===== src/rtl/core/csu_pkg.sv =====
// Shared types and constants for the CSR slot unit.
// No dependencies; imported by every module of the block.
package csu_pkg;

    localparam int unsigned SLOT_COUNT_DEF = 8;
    localparam int unsigned CSR_BASE_DEF   = 2048;

    localparam int ADDR_W = 12;
    localparam int DATA_W = 64;
    localparam int HALF_W = 32;
    localparam int CNT_W  = 32;
    localparam int LAT_W  = 8;

    localparam logic [LAT_W-1:0] LAT_RESET = 8'd1;

    typedef enum logic [3:0] {
        PH_IDLE  = 4'b0001,
        PH_WAIT  = 4'b0010,
        PH_RESP  = 4'b0100,
        PH_RECOV = 4'b1000
    } phase_t;

    // controller -> datapath
    typedef struct packed {
        logic accept;      // request taken in idle this beat
        logic count_resp;  // responding phase completes this beat
        logic resp_phase;  // phase after the last beat is responding
    } csu_cmd_t;

    // datapath -> controller
    typedef struct packed {
        logic [LAT_W-1:0] latency;
    } csu_status_t;

endpackage


===== src/rtl/core/csu_ctrl.sv =====
// Phase controller of the CSR slot unit: phase, latency countdown and
// result handshake. Depends on csu_pkg.
module csu_ctrl (
    input  logic                clk,
    input  logic                rst_n,
    input  logic                item_valid,
    output logic                item_stall,
    input  logic                req,
    output logic                result_valid,
    input  logic                result_stall,
    input  csu_pkg::csu_status_t status,
    output csu_pkg::csu_cmd_t    cmd
);
    import csu_pkg::*;

    phase_t            phase_reg, phase_next;
    logic [LAT_W-1:0]  ticks_left_reg, ticks_left_next;
    logic              result_valid_reg, result_valid_next;
    logic              step;

    assign item_stall   = result_valid_reg & result_stall;
    assign step         = item_valid & ~item_stall;
    assign result_valid = result_valid_reg;

    always_comb
    begin
        phase_next      = phase_reg;
        ticks_left_next = ticks_left_reg;
        cmd.accept      = 1'b0;
        cmd.count_resp  = 1'b0;
        cmd.resp_phase  = (phase_reg == PH_RESP);
        if (step)
        begin
            case (phase_reg)
                PH_IDLE:
                begin
                    if (req)
                    begin
                        cmd.accept = 1'b1;
                        if (status.latency <= LAT_W'(1))
                        begin
                            phase_next      = PH_RESP;
                            ticks_left_next = '0;
                        end
                        else
                        begin
                            phase_next      = PH_WAIT;
                            ticks_left_next = status.latency - LAT_W'(1);
                        end
                    end
                end
                PH_WAIT:
                begin
                    if (ticks_left_reg > LAT_W'(1))
                    begin
                        ticks_left_next = ticks_left_reg - LAT_W'(1);
                    end
                    else
                    begin
                        ticks_left_next = '0;
                        phase_next      = PH_RESP;
                    end
                end
                PH_RESP:
                begin
                    cmd.count_resp = 1'b1;
                    phase_next     = PH_RECOV;
                end
                PH_RECOV:
                begin
                    if (!req)
                    begin
                        phase_next = PH_IDLE;
                    end
                end
                default:
                begin
                    phase_next = PH_IDLE;
                end
            endcase
        end
    end

    always_comb
    begin
        result_valid_next = result_valid_reg & result_stall;
        if (step)
        begin
            result_valid_next = 1'b1;
        end
    end

    always_ff @(posedge clk or negedge rst_n)
    begin
        if (!rst_n)
        begin
            phase_reg        <= PH_IDLE;
            ticks_left_reg   <= '0;
            result_valid_reg <= 1'b0;
        end
        else
        begin
            phase_reg        <= phase_next;
            ticks_left_reg   <= ticks_left_next;
            result_valid_reg <= result_valid_next;
        end
    end

    a_accept_only_idle: assert property (@(posedge clk) disable iff (!rst_n)
        cmd.accept |-> (step && phase_reg == PH_IDLE))
        else $error("request accepted outside idle");

    a_resp_to_recov: assert property (@(posedge clk) disable iff (!rst_n)
        (step && phase_reg == PH_RESP) |=> (phase_reg == PH_RECOV))
        else $error("responding phase did not move to recovery");

    a_hold_without_beat: assert property (@(posedge clk) disable iff (!rst_n)
        !step |=> ($stable(phase_reg) && $stable(ticks_left_reg)))
        else $error("phase moved without an input beat");

    a_wait_countdown: assert property (@(posedge clk) disable iff (!rst_n)
        (step && phase_reg == PH_WAIT && ticks_left_reg > LAT_W'(1))
            |=> (phase_reg == PH_WAIT))
        else $error("wait phase left early");

endmodule


===== src/rtl/core/csu_dpath.sv =====
// Datapath of the CSR slot unit: slot memory, read latch, counters and the
// latency register. Depends on csu_pkg; driven by csu_ctrl commands.
module csu_dpath #(
    parameter int unsigned SLOT_COUNT = csu_pkg::SLOT_COUNT_DEF,
    parameter int unsigned CSR_BASE   = csu_pkg::CSR_BASE_DEF
) (
    input  logic                              clk,
    input  logic                              rst_n,
    input  logic                              cfg_valid,
    output logic                              cfg_ready,
    input  logic [csu_pkg::LAT_W-1:0]         cfg_data,
    input  logic                              csr_read,
    input  logic                              csr_write,
    input  logic [csu_pkg::ADDR_W-1:0]        csr_addr,
    input  logic [csu_pkg::DATA_W-1:0]        write_data,
    input  csu_pkg::csu_cmd_t                 cmd,
    output csu_pkg::csu_status_t              status,
    output logic [csu_pkg::HALF_W-1:0]        read_data,
    output logic [csu_pkg::CNT_W-1:0]         accepted_count,
    output logic [csu_pkg::CNT_W-1:0]         response_count
);
    import csu_pkg::*;

    localparam int IDX_W = (SLOT_COUNT > 1) ? $clog2(SLOT_COUNT) : 1;
    localparam logic [ADDR_W:0]   WIN_SIZE = (ADDR_W + 1)'(2 * SLOT_COUNT);
    localparam logic [ADDR_W-1:0] BASE     = ADDR_W'(CSR_BASE);

    logic [DATA_W-1:0]     slot_mem [SLOT_COUNT];
    logic [SLOT_COUNT-1:0] slot_vld_reg;
    logic [DATA_W-1:0]     mem_q_reg;
    logic [HALF_W-1:0]     byp_data_reg;
    logic                  rd_hit_reg, byp_reg, vld_reg, odd_reg;
    logic [LAT_W-1:0]      lat_reg, lat_next;
    logic [CNT_W-1:0]      acc_cnt_reg, acc_cnt_next;
    logic [CNT_W-1:0]      resp_cnt_reg, resp_cnt_next;

    logic [ADDR_W-1:0]     offset;
    logic                  hit;
    logic [IDX_W-1:0]      idx;
    logic                  wr_en;
    logic [HALF_W-1:0]     latched_read;

    assign offset = csr_addr - BASE;
    assign hit    = (csr_addr >= BASE) && ({1'b0, offset} < WIN_SIZE);
    assign idx    = offset[IDX_W:1];
    assign wr_en  = cmd.accept & csr_write & hit & ~offset[0];

    assign cfg_ready      = 1'b1;
    assign status.latency = lat_reg;

    always_ff @(posedge clk)
    begin
        if (wr_en)
        begin
            slot_mem[idx] <= write_data;
        end
        if (cmd.accept)
        begin
            mem_q_reg    <= slot_mem[idx];
            byp_data_reg <= write_data[HALF_W-1:0];
        end
    end

    always_ff @(posedge clk or negedge rst_n)
    begin
        if (!rst_n)
        begin
            slot_vld_reg <= '0;
            rd_hit_reg   <= 1'b0;
            byp_reg      <= 1'b0;
            vld_reg      <= 1'b0;
            odd_reg      <= 1'b0;
        end
        else
        begin
            if (wr_en)
            begin
                slot_vld_reg[idx] <= 1'b1;
            end
            if (cmd.accept)
            begin
                rd_hit_reg <= csr_read & hit;
                byp_reg    <= wr_en;
                vld_reg    <= slot_vld_reg[idx];
                odd_reg    <= offset[0];
            end
        end
    end

    // same-beat write wins over the old slot contents
    always_comb
    begin
        if (!rd_hit_reg)
        begin
            latched_read = '0;
        end
        else if (byp_reg)
        begin
            latched_read = byp_data_reg;
        end
        else if (!vld_reg)
        begin
            latched_read = '0;
        end
        else if (odd_reg)
        begin
            latched_read = mem_q_reg[DATA_W-1:HALF_W];
        end
        else
        begin
            latched_read = mem_q_reg[HALF_W-1:0];
        end
    end

    always_comb
    begin
        lat_next      = (cfg_valid && cfg_ready) ? cfg_data : lat_reg;
        acc_cnt_next  = cmd.accept ? acc_cnt_reg + CNT_W'(1) : acc_cnt_reg;
        resp_cnt_next = cmd.count_resp ? resp_cnt_reg + CNT_W'(1) : resp_cnt_reg;
    end

    always_ff @(posedge clk or negedge rst_n)
    begin
        if (!rst_n)
        begin
            lat_reg      <= LAT_RESET;
            acc_cnt_reg  <= '0;
            resp_cnt_reg <= '0;
        end
        else
        begin
            lat_reg      <= lat_next;
            acc_cnt_reg  <= acc_cnt_next;
            resp_cnt_reg <= resp_cnt_next;
        end
    end

    assign read_data      = cmd.resp_phase ? latched_read : '0;
    assign accepted_count = acc_cnt_reg;
    assign response_count = resp_cnt_reg;

    a_count_by_one: assert property (@(posedge clk) disable iff (!rst_n)
        cmd.accept |=> (acc_cnt_reg == $past(acc_cnt_reg) + CNT_W'(1)))
        else $error("accepted count did not advance by one");

    a_count_hold: assert property (@(posedge clk) disable iff (!rst_n)
        (!cmd.accept && !cmd.count_resp)
            |=> ($stable(acc_cnt_reg) && $stable(resp_cnt_reg)))
        else $error("counter moved without a command");

    a_read_zero_idle: assert property (@(posedge clk) disable iff (!rst_n)
        !cmd.resp_phase |-> (read_data == '0))
        else $error("read data outside responding phase");

endmodule


===== src/rtl/core/csr_slot_unit_with_latency.sv =====
// Top level of the CSR slot unit: joins the phase controller and datapath.
// Depends on csu_pkg, csu_ctrl and csu_dpath.
//
// Every input beat is one tick of the unit and yields exactly one result beat
// holding the state after that tick. Results sit in one output register, so a
// beat is taken every cycle while result_stall is low; item_stall rises only
// while a result waits. The response latency counts input beats, with zero treated
// as the minimum; a new value applies from the next accepted request. The
// configuration port is always ready. Slot memory is reset by per-slot valid
// flags, so no clearing pass is needed after reset.
module csr_slot_unit_with_latency #(
    parameter int unsigned SLOT_COUNT = csu_pkg::SLOT_COUNT_DEF,
    parameter int unsigned CSR_BASE   = csu_pkg::CSR_BASE_DEF
) (
    input  logic                          clk,
    input  logic                          rst_n,
    input  logic                          cfg_valid,
    output logic                          cfg_ready,
    input  logic [csu_pkg::LAT_W-1:0]     cfg_data,
    input  logic                          item_valid,
    output logic                          item_stall,
    input  logic                          csr_read,
    input  logic                          csr_write,
    input  logic [csu_pkg::ADDR_W-1:0]    csr_addr,
    input  logic [csu_pkg::DATA_W-1:0]    write_data,
    output logic                          result_valid,
    input  logic                          result_stall,
    output logic                          response_valid,
    output logic [csu_pkg::HALF_W-1:0]    read_data,
    output logic [csu_pkg::CNT_W-1:0]     accepted_count,
    output logic [csu_pkg::CNT_W-1:0]     response_count
);
    import csu_pkg::*;

    csu_cmd_t    cmd;
    csu_status_t status;

    csu_ctrl u_ctrl (
        .clk          (clk),
        .rst_n        (rst_n),
        .item_valid   (item_valid),
        .item_stall   (item_stall),
        .req          (csr_read | csr_write),
        .result_valid (result_valid),
        .result_stall (result_stall),
        .status       (status),
        .cmd          (cmd)
    );

    csu_dpath #(
        .SLOT_COUNT (SLOT_COUNT),
        .CSR_BASE   (CSR_BASE)
    ) u_dpath (
        .clk            (clk),
        .rst_n          (rst_n),
        .cfg_valid      (cfg_valid),
        .cfg_ready      (cfg_ready),
        .cfg_data       (cfg_data),
        .csr_read       (csr_read),
        .csr_write      (csr_write),
        .csr_addr       (csr_addr),
        .write_data     (write_data),
        .cmd            (cmd),
        .status         (status),
        .read_data      (read_data),
        .accepted_count (accepted_count),
        .response_count (response_count)
    );

    assign response_valid = cmd.resp_phase;

endmodule


===== config.mk =====
export PLATFORM = sky130hd
export DESIGN_NAME = csr_slot_unit_with_latency
export DESIGN_NICKNAME = d
export VERILOG_FILES = /design/src/rtl/core/csu_pkg.sv /design/src/rtl/core/csu_ctrl.sv /design/src/rtl/core/csu_dpath.sv /design/src/rtl/core/csr_slot_unit_with_latency.sv
export SDC_FILE = /design/constraint.sdc
export NUM_CORES = 1
export LEC_CHECK = 0
export BUFFER_PORTS_ARGS = -buffer_cell sky130_fd_sc_hd__buf_2
export CAP_MARGIN = 20
export CELL_PAD_IN_SITES_DETAIL_PLACEMENT = 1
export CELL_PAD_IN_SITES_GLOBAL_PLACEMENT = 2
export CORE_MARGIN = 5
export CORE_UTILIZATION = 48
export DETAILED_ROUTE_END_ITERATION = 12
export PLACE_DENSITY_LB_ADDON = 0.12
export REMOVE_ABC_BUFFERS = 1
export SETUP_SLACK_MARGIN = 0.3
export SLEW_MARGIN = 5
export SYNTH_ARGS = -nofsm -noshare
export SYNTH_HDL_FRONTEND = slang
export SYNTH_HIERARCHICAL = 1
export SYNTH_SLANG_ARGS = --single-unit

===== constraint.sdc =====
create_clock -name clk -period 23.3 [get_ports clk]
set_clock_uncertainty 0.15 [all_clocks]
set_input_delay 2.33 -clock clk [delete_from_list [all_inputs] [get_ports clk]]
set_output_delay 2.33 -clock clk [all_outputs]
set_load 0.02 [all_outputs]

; Word-level counts from Yosys, hierarchy flattened
; Memory sizes are Yosys's and may differ from the RTL's. A register that Yosys moved wholly into a read port is not among the register bits.
; Index checks and enable logic that the tools add are counted.
[classes]
addsub = 5
order_cmp = 6
eq_ne = 7
n_mux = 25
bitwise = 10
reduce_logical = 5
[op_table]
columns = cell, count
row1 = $mux W32, 5
row2 = $add A32 B1 Y32 const B, 2
row3 = $mux W8, 3
row4 = $pmux W4 S4, 1
row5 = $pmux W8 S2, 1
row6 = $sub A8 B1 Y8 const B, 2
row7 = $ge A12 B12 Y1 const B, 1
row8 = $lt A12 B5 Y1 const B, 1
row9 = $mux W4, 3
row10 = $sub A12 B12 Y12 const B, 1
row11 = $gt A8 B1 Y1 const B, 1
row12 = $le A8 B1 Y1 const B, 1
row13 = $mux W1, 8
row14 = $or A8 B8 Y8, 1
row15 = $and A1 B1 Y1, 6
row16 = $eq A4 B1 Y1 const B, 1
row17 = $eq A4 B2 Y1 const B, 1
row18 = $eq A4 B3 Y1 const B, 1
row19 = $eq A4 B4 Y1 const B, 1
row20 = $lt A3 B4 Y1 const B, 1
row21 = $ne A2 B2 Y1 const B, 2
row22 = $reduce_and A4 Y1, 1
row23 = $bmux W1 S3, 1
row24 = $demux W1 S3, 1
row25 = other kinds (9), 11
[word_totals]
reg_bits = 129
ramBits = 512
mem_count = 1
[memory_table]
columns = name, depth, width, read_ports, rd_ports_with_merged_regs, wr, line_no
row1 = u_dpath.slot_mem, 8, 64, 1, 1, 1, csu_dpath.sv:28  ; logic [DATA_W-1:0] slot_mem [SLOT_COUNT];

; Longest topological paths before layout
[depth]
depth_word = 9
depth_mapped = 9
ltp_nobuf = 8

; Cells and area by module
; The synthesis kept the hierarchy.
[modules_own_cells]
columns = module, n_inst, cells_each, area_per_inst_um2, seq_area_each_um2
row1 = csu_dpath, 1, 1499, 26272.7, 20360.8
row2 = csu_ctrl, 1, 112, 1019.7, 326.6
row3 = csr_slot_unit_with_latency, 1, 1, 6.3, 0.0

; Worst setup path after synthesis
; OpenSTA, ideal clock, no wires.
[synth_timing]
kind = input-to-reg
startpoint = input csr_write
endpoint = memory u_dpath.slot_mem[0][0], enable pin
setup_ns = 0.487
arrival_ns = 10.633
required_time_ns = 22.663
setup_slack_ns = 12.031
cell_stages = 9
cell_sequence = or2_1 > nand3b_1 > or3_1 > nor2_1 > nand2_1 > nor2_1 > nand3_1 > clkbuf_1 > nor2_1
[synth_lines]
columns = item, line_no
row1 = start: declaration, csr_slot_unit_with_latency.sv:23  ; input logic csr_write,
row2 = end: declaration, csu_dpath.sv:28

; Worst setup path in the final report
[layout_timing]
startpoint = register u_ctrl.phase_reg[2]
endpoint = output read_data[27] (netlist bit)
[layout_via]
elab_chain_len = 2
[layout_rtl]
columns = item, line_no
row1 = start: declaration, csu_ctrl.sv:16  ; phase_t phase_reg, phase_next;
row2 = start signal: assignment, csu_ctrl.sv:103  ; phase_reg <= phase_next;
row3 = $eq A4 B3 Y1, csu_ctrl.sv:31  ; cmd.resp_phase = (phase_reg == PH_RESP);
row4 = $mux W32, csu_dpath.sv:138  ; assign read_data = cmd.resp_phase ? latched_read : '0;
row5 = end: declaration, csr_slot_unit_with_latency.sv:29  ; output logic [csu_pkg::HALF_W-1:0] read_data,
; No other way between the ends.

==> results.cfg <==
[place]
hpwl_um = 39900
dp_slack_ps = 17270
io_buffers = 189
dp.cells = 2507
gp_congestion = 0.776

[floorplanning]
rows = 87
start_util = 0.484
coreArea_sq_um = 56400
die_area_sq_um = 61700
io_pins = 191
dieHeight_um = 248
die_w_um = 248

[grt]
grt_pass1_vias = 16849
grt_pass1_wl_um = 106000
antenna_found_initial = 4
grt_use_met2 = 0.378
overflow = 0
grt_max_degree = 69
grtUsageTotal = 0.224
grt_use_met3 = 0.0392
use_met1 = 0.308
top_usage_layer = met2

[timing]
slew_viol_final = 0
layout_setup_ws_ps = 17420
setup_viol = 0
period_needed_ps = 5880
hold_violations = 0
rsz0062_at_grt = no
finalSetupTns_ps = 0
tightestPinTransition_ps = 1140
finalCritPeriodShare = 0.252
max_freq_ghz = 0.170
worst_slew_margin_rel = 0.237

[route]
drc_errors = 0
dr.first_iter.drc_count = 1090
first_pass_iters = 7
via_per_inst = 5.93
wl_per_cell_um = 26.6
vias = 15678
drt-total-wl_um = 70300
ant_nets = 0

[synth]
synth_area_leader_cell = edfxtp_1
ys_seq_area_frac = 0.758
async_flop_share = 0.138
ys_types = 63
synth-edff-count = 608
synth_top_flop_cell = edfxtp_1
synth_top_area_frac = 0.669
synthMostInstantiatedCell = edfxtp_1
yosys_warnings = 6
synth-seq-cells = 705
syn_area_sq_um = 27300
synth_cells = 1612
postSynthAreaPerCell_sq_um = 16.9
netlist_top_cells_count = edfxtp_1, a22oi_1, mux2_2
synthTopCellsByArea = edfxtp_1, dfrtp_1, mux2_2

[run_status]
outcome = completed

[cells_and_area]
largest_register_ffs = 512
drive_above_1_share = 0.252
layout.nets = 1926
fin_util = 0.560
syn_to_final_growth_pct = 15.7
fin_cells = 2642

[setup_path]
worstPathRequired_ps = 20820
cp-startpoint = u_ctrl/phase_reg[2]$_DFFE_PN0P_
worstSetupPathType = flop to primary output
crit_path_end_kind = primary output
crit_arrival_ps = 3400
r2r_end = u_dpath/slot_mem[3][38]$_DFFE_PP_
rrSetupSlack_ps = 19370
worst-r2r-cell-count = 9
r2r_start = u_ctrl/phase_reg[0]$_DFFE_PN1P_
cp-start-kind = flop
path_max_fanout = 32

[worst_hold_path]
holdPathEnd = u_dpath/accepted_count[31]$_DFFE_PN0P_
hold_start = u_dpath/accepted_count[31]$_DFFE_PN0P_
holdPathStages = 1
hp-class = flop to flop

[power]
power_density_nw_per_um2 = 90.1
p_leak_nw = 11.1
peakVddDrop_mv = 0.0949
p_total_mw = 2.85

[clock_network]
clkSinkCount = 705
htree_levels = 3
worstSkewPairLatency_ps = 610
cts_made_buffers = 74
postCtsSetupRepairBufs = 0
cts_root_buf = clkbuf_16
cts_tree = done
clk_path_buf_depth = 3
cts_resized = 0
clk_pin_slew_worst_paths_ps = 60
cts_hold_buf = 0

[run]
cap_viol_max_count = 0
-- cells in the final DEF (no fill, tap or decap), types with 10 or more instances in the layout --
master       n
and3_1      11
nor4_1      10
nor2_4      10
o21bai_1    10
a21oi_1     14
edfxtp_1   608
nand4_1     26
nand3_1     41
nand2_1     51
mux4_2      18
buf_4       35
clkinv_1    18
a22oi_1    136
dfrtp_1     93
mux2_2      96
inv_1       22
nor3_1      21
buf_2      186
xnor2_1     31
mux2i_1     19
a221oi_1    55
o21ai_0     41
clkbuf_1    19
xor2_1      35
clkbuf_16   77
nor2_1      66
-- per-layer routing --
metal,vias to the layer above,part of all wire
li1,6885,-
met1,8263,0.43
met2,437,0.50
met3,91,0.050
met4,2,0.018
met5,-,0.00010
-- kinds of logic (layout without fill, tap and decap cells) --
group	after synthesis	count (layout)	synth area share
other cells	1	4	0.000137
fa+ha+maj	6	6	0.00275
compound gates	300	300	0.0831
buf+inv	107	378	0.0160
simple gates	294	294	0.0576
xor+xnor	66	66	0.0212
flops	705	705	0.758
mux	133	133	0.0614
-- worst max-delay path by stage --
stage / endpoint / slack, ps / cells past startpoint
floorplan: u_dpath/slot_mem[0][0]$_DFFE_PP_ / 11730 / 8
global placement: u_dpath/slot_mem[6][42]$_DFFE_PP_ / 17310 / 11
global route: read_data[27] / 17170 / 5
finish: read_data[27] / 17420 / 5
CTS: read_data[27] / 17290 / 5
detailed placement: u_dpath/slot_mem[6][26]$_DFFE_PP_ / 17270 / 11
-- stage by stage --
stage | cell area, sq um | hold WS (ps)
2_1_floorplan | 26900 | 287
3_3_place_gp | 29200 | 302
3_5_place_dp | 29200 | 313
6_report | 31600 | 319
5_1_grt | 31600 | 349
4_1_cts | 31500 | 321
-- area by class of cell --
type,instances,area (sq um)
Clock inverter,33,256
Timing Repair Buffer,225,1290
Multi-Input combinational cell,800,6290
Sequential cell,705,20700
Antenna cell,3,7.51
Inverter,23,86.3
Clock buffer,97,2010
Fill cell,5232,24800
Tap cell,756,946
-- power breakdown --
part           internal (mW)  total [mW]  switching, mW
sequential              1.42        1.45         0.0331
combinational          0.102       0.278          0.176
clock                  0.642        1.12          0.474
total                   2.16        2.85          0.683
-- worst max-delay path: stages, from the launching register on --
cell and delay [ps]:
dfrtp_1 510, inv_1 100, nor4_1 590, nand2_2 820, nor2_1 520, buf_2 240
Note: power is estimated with default switching activity, not from simulation.
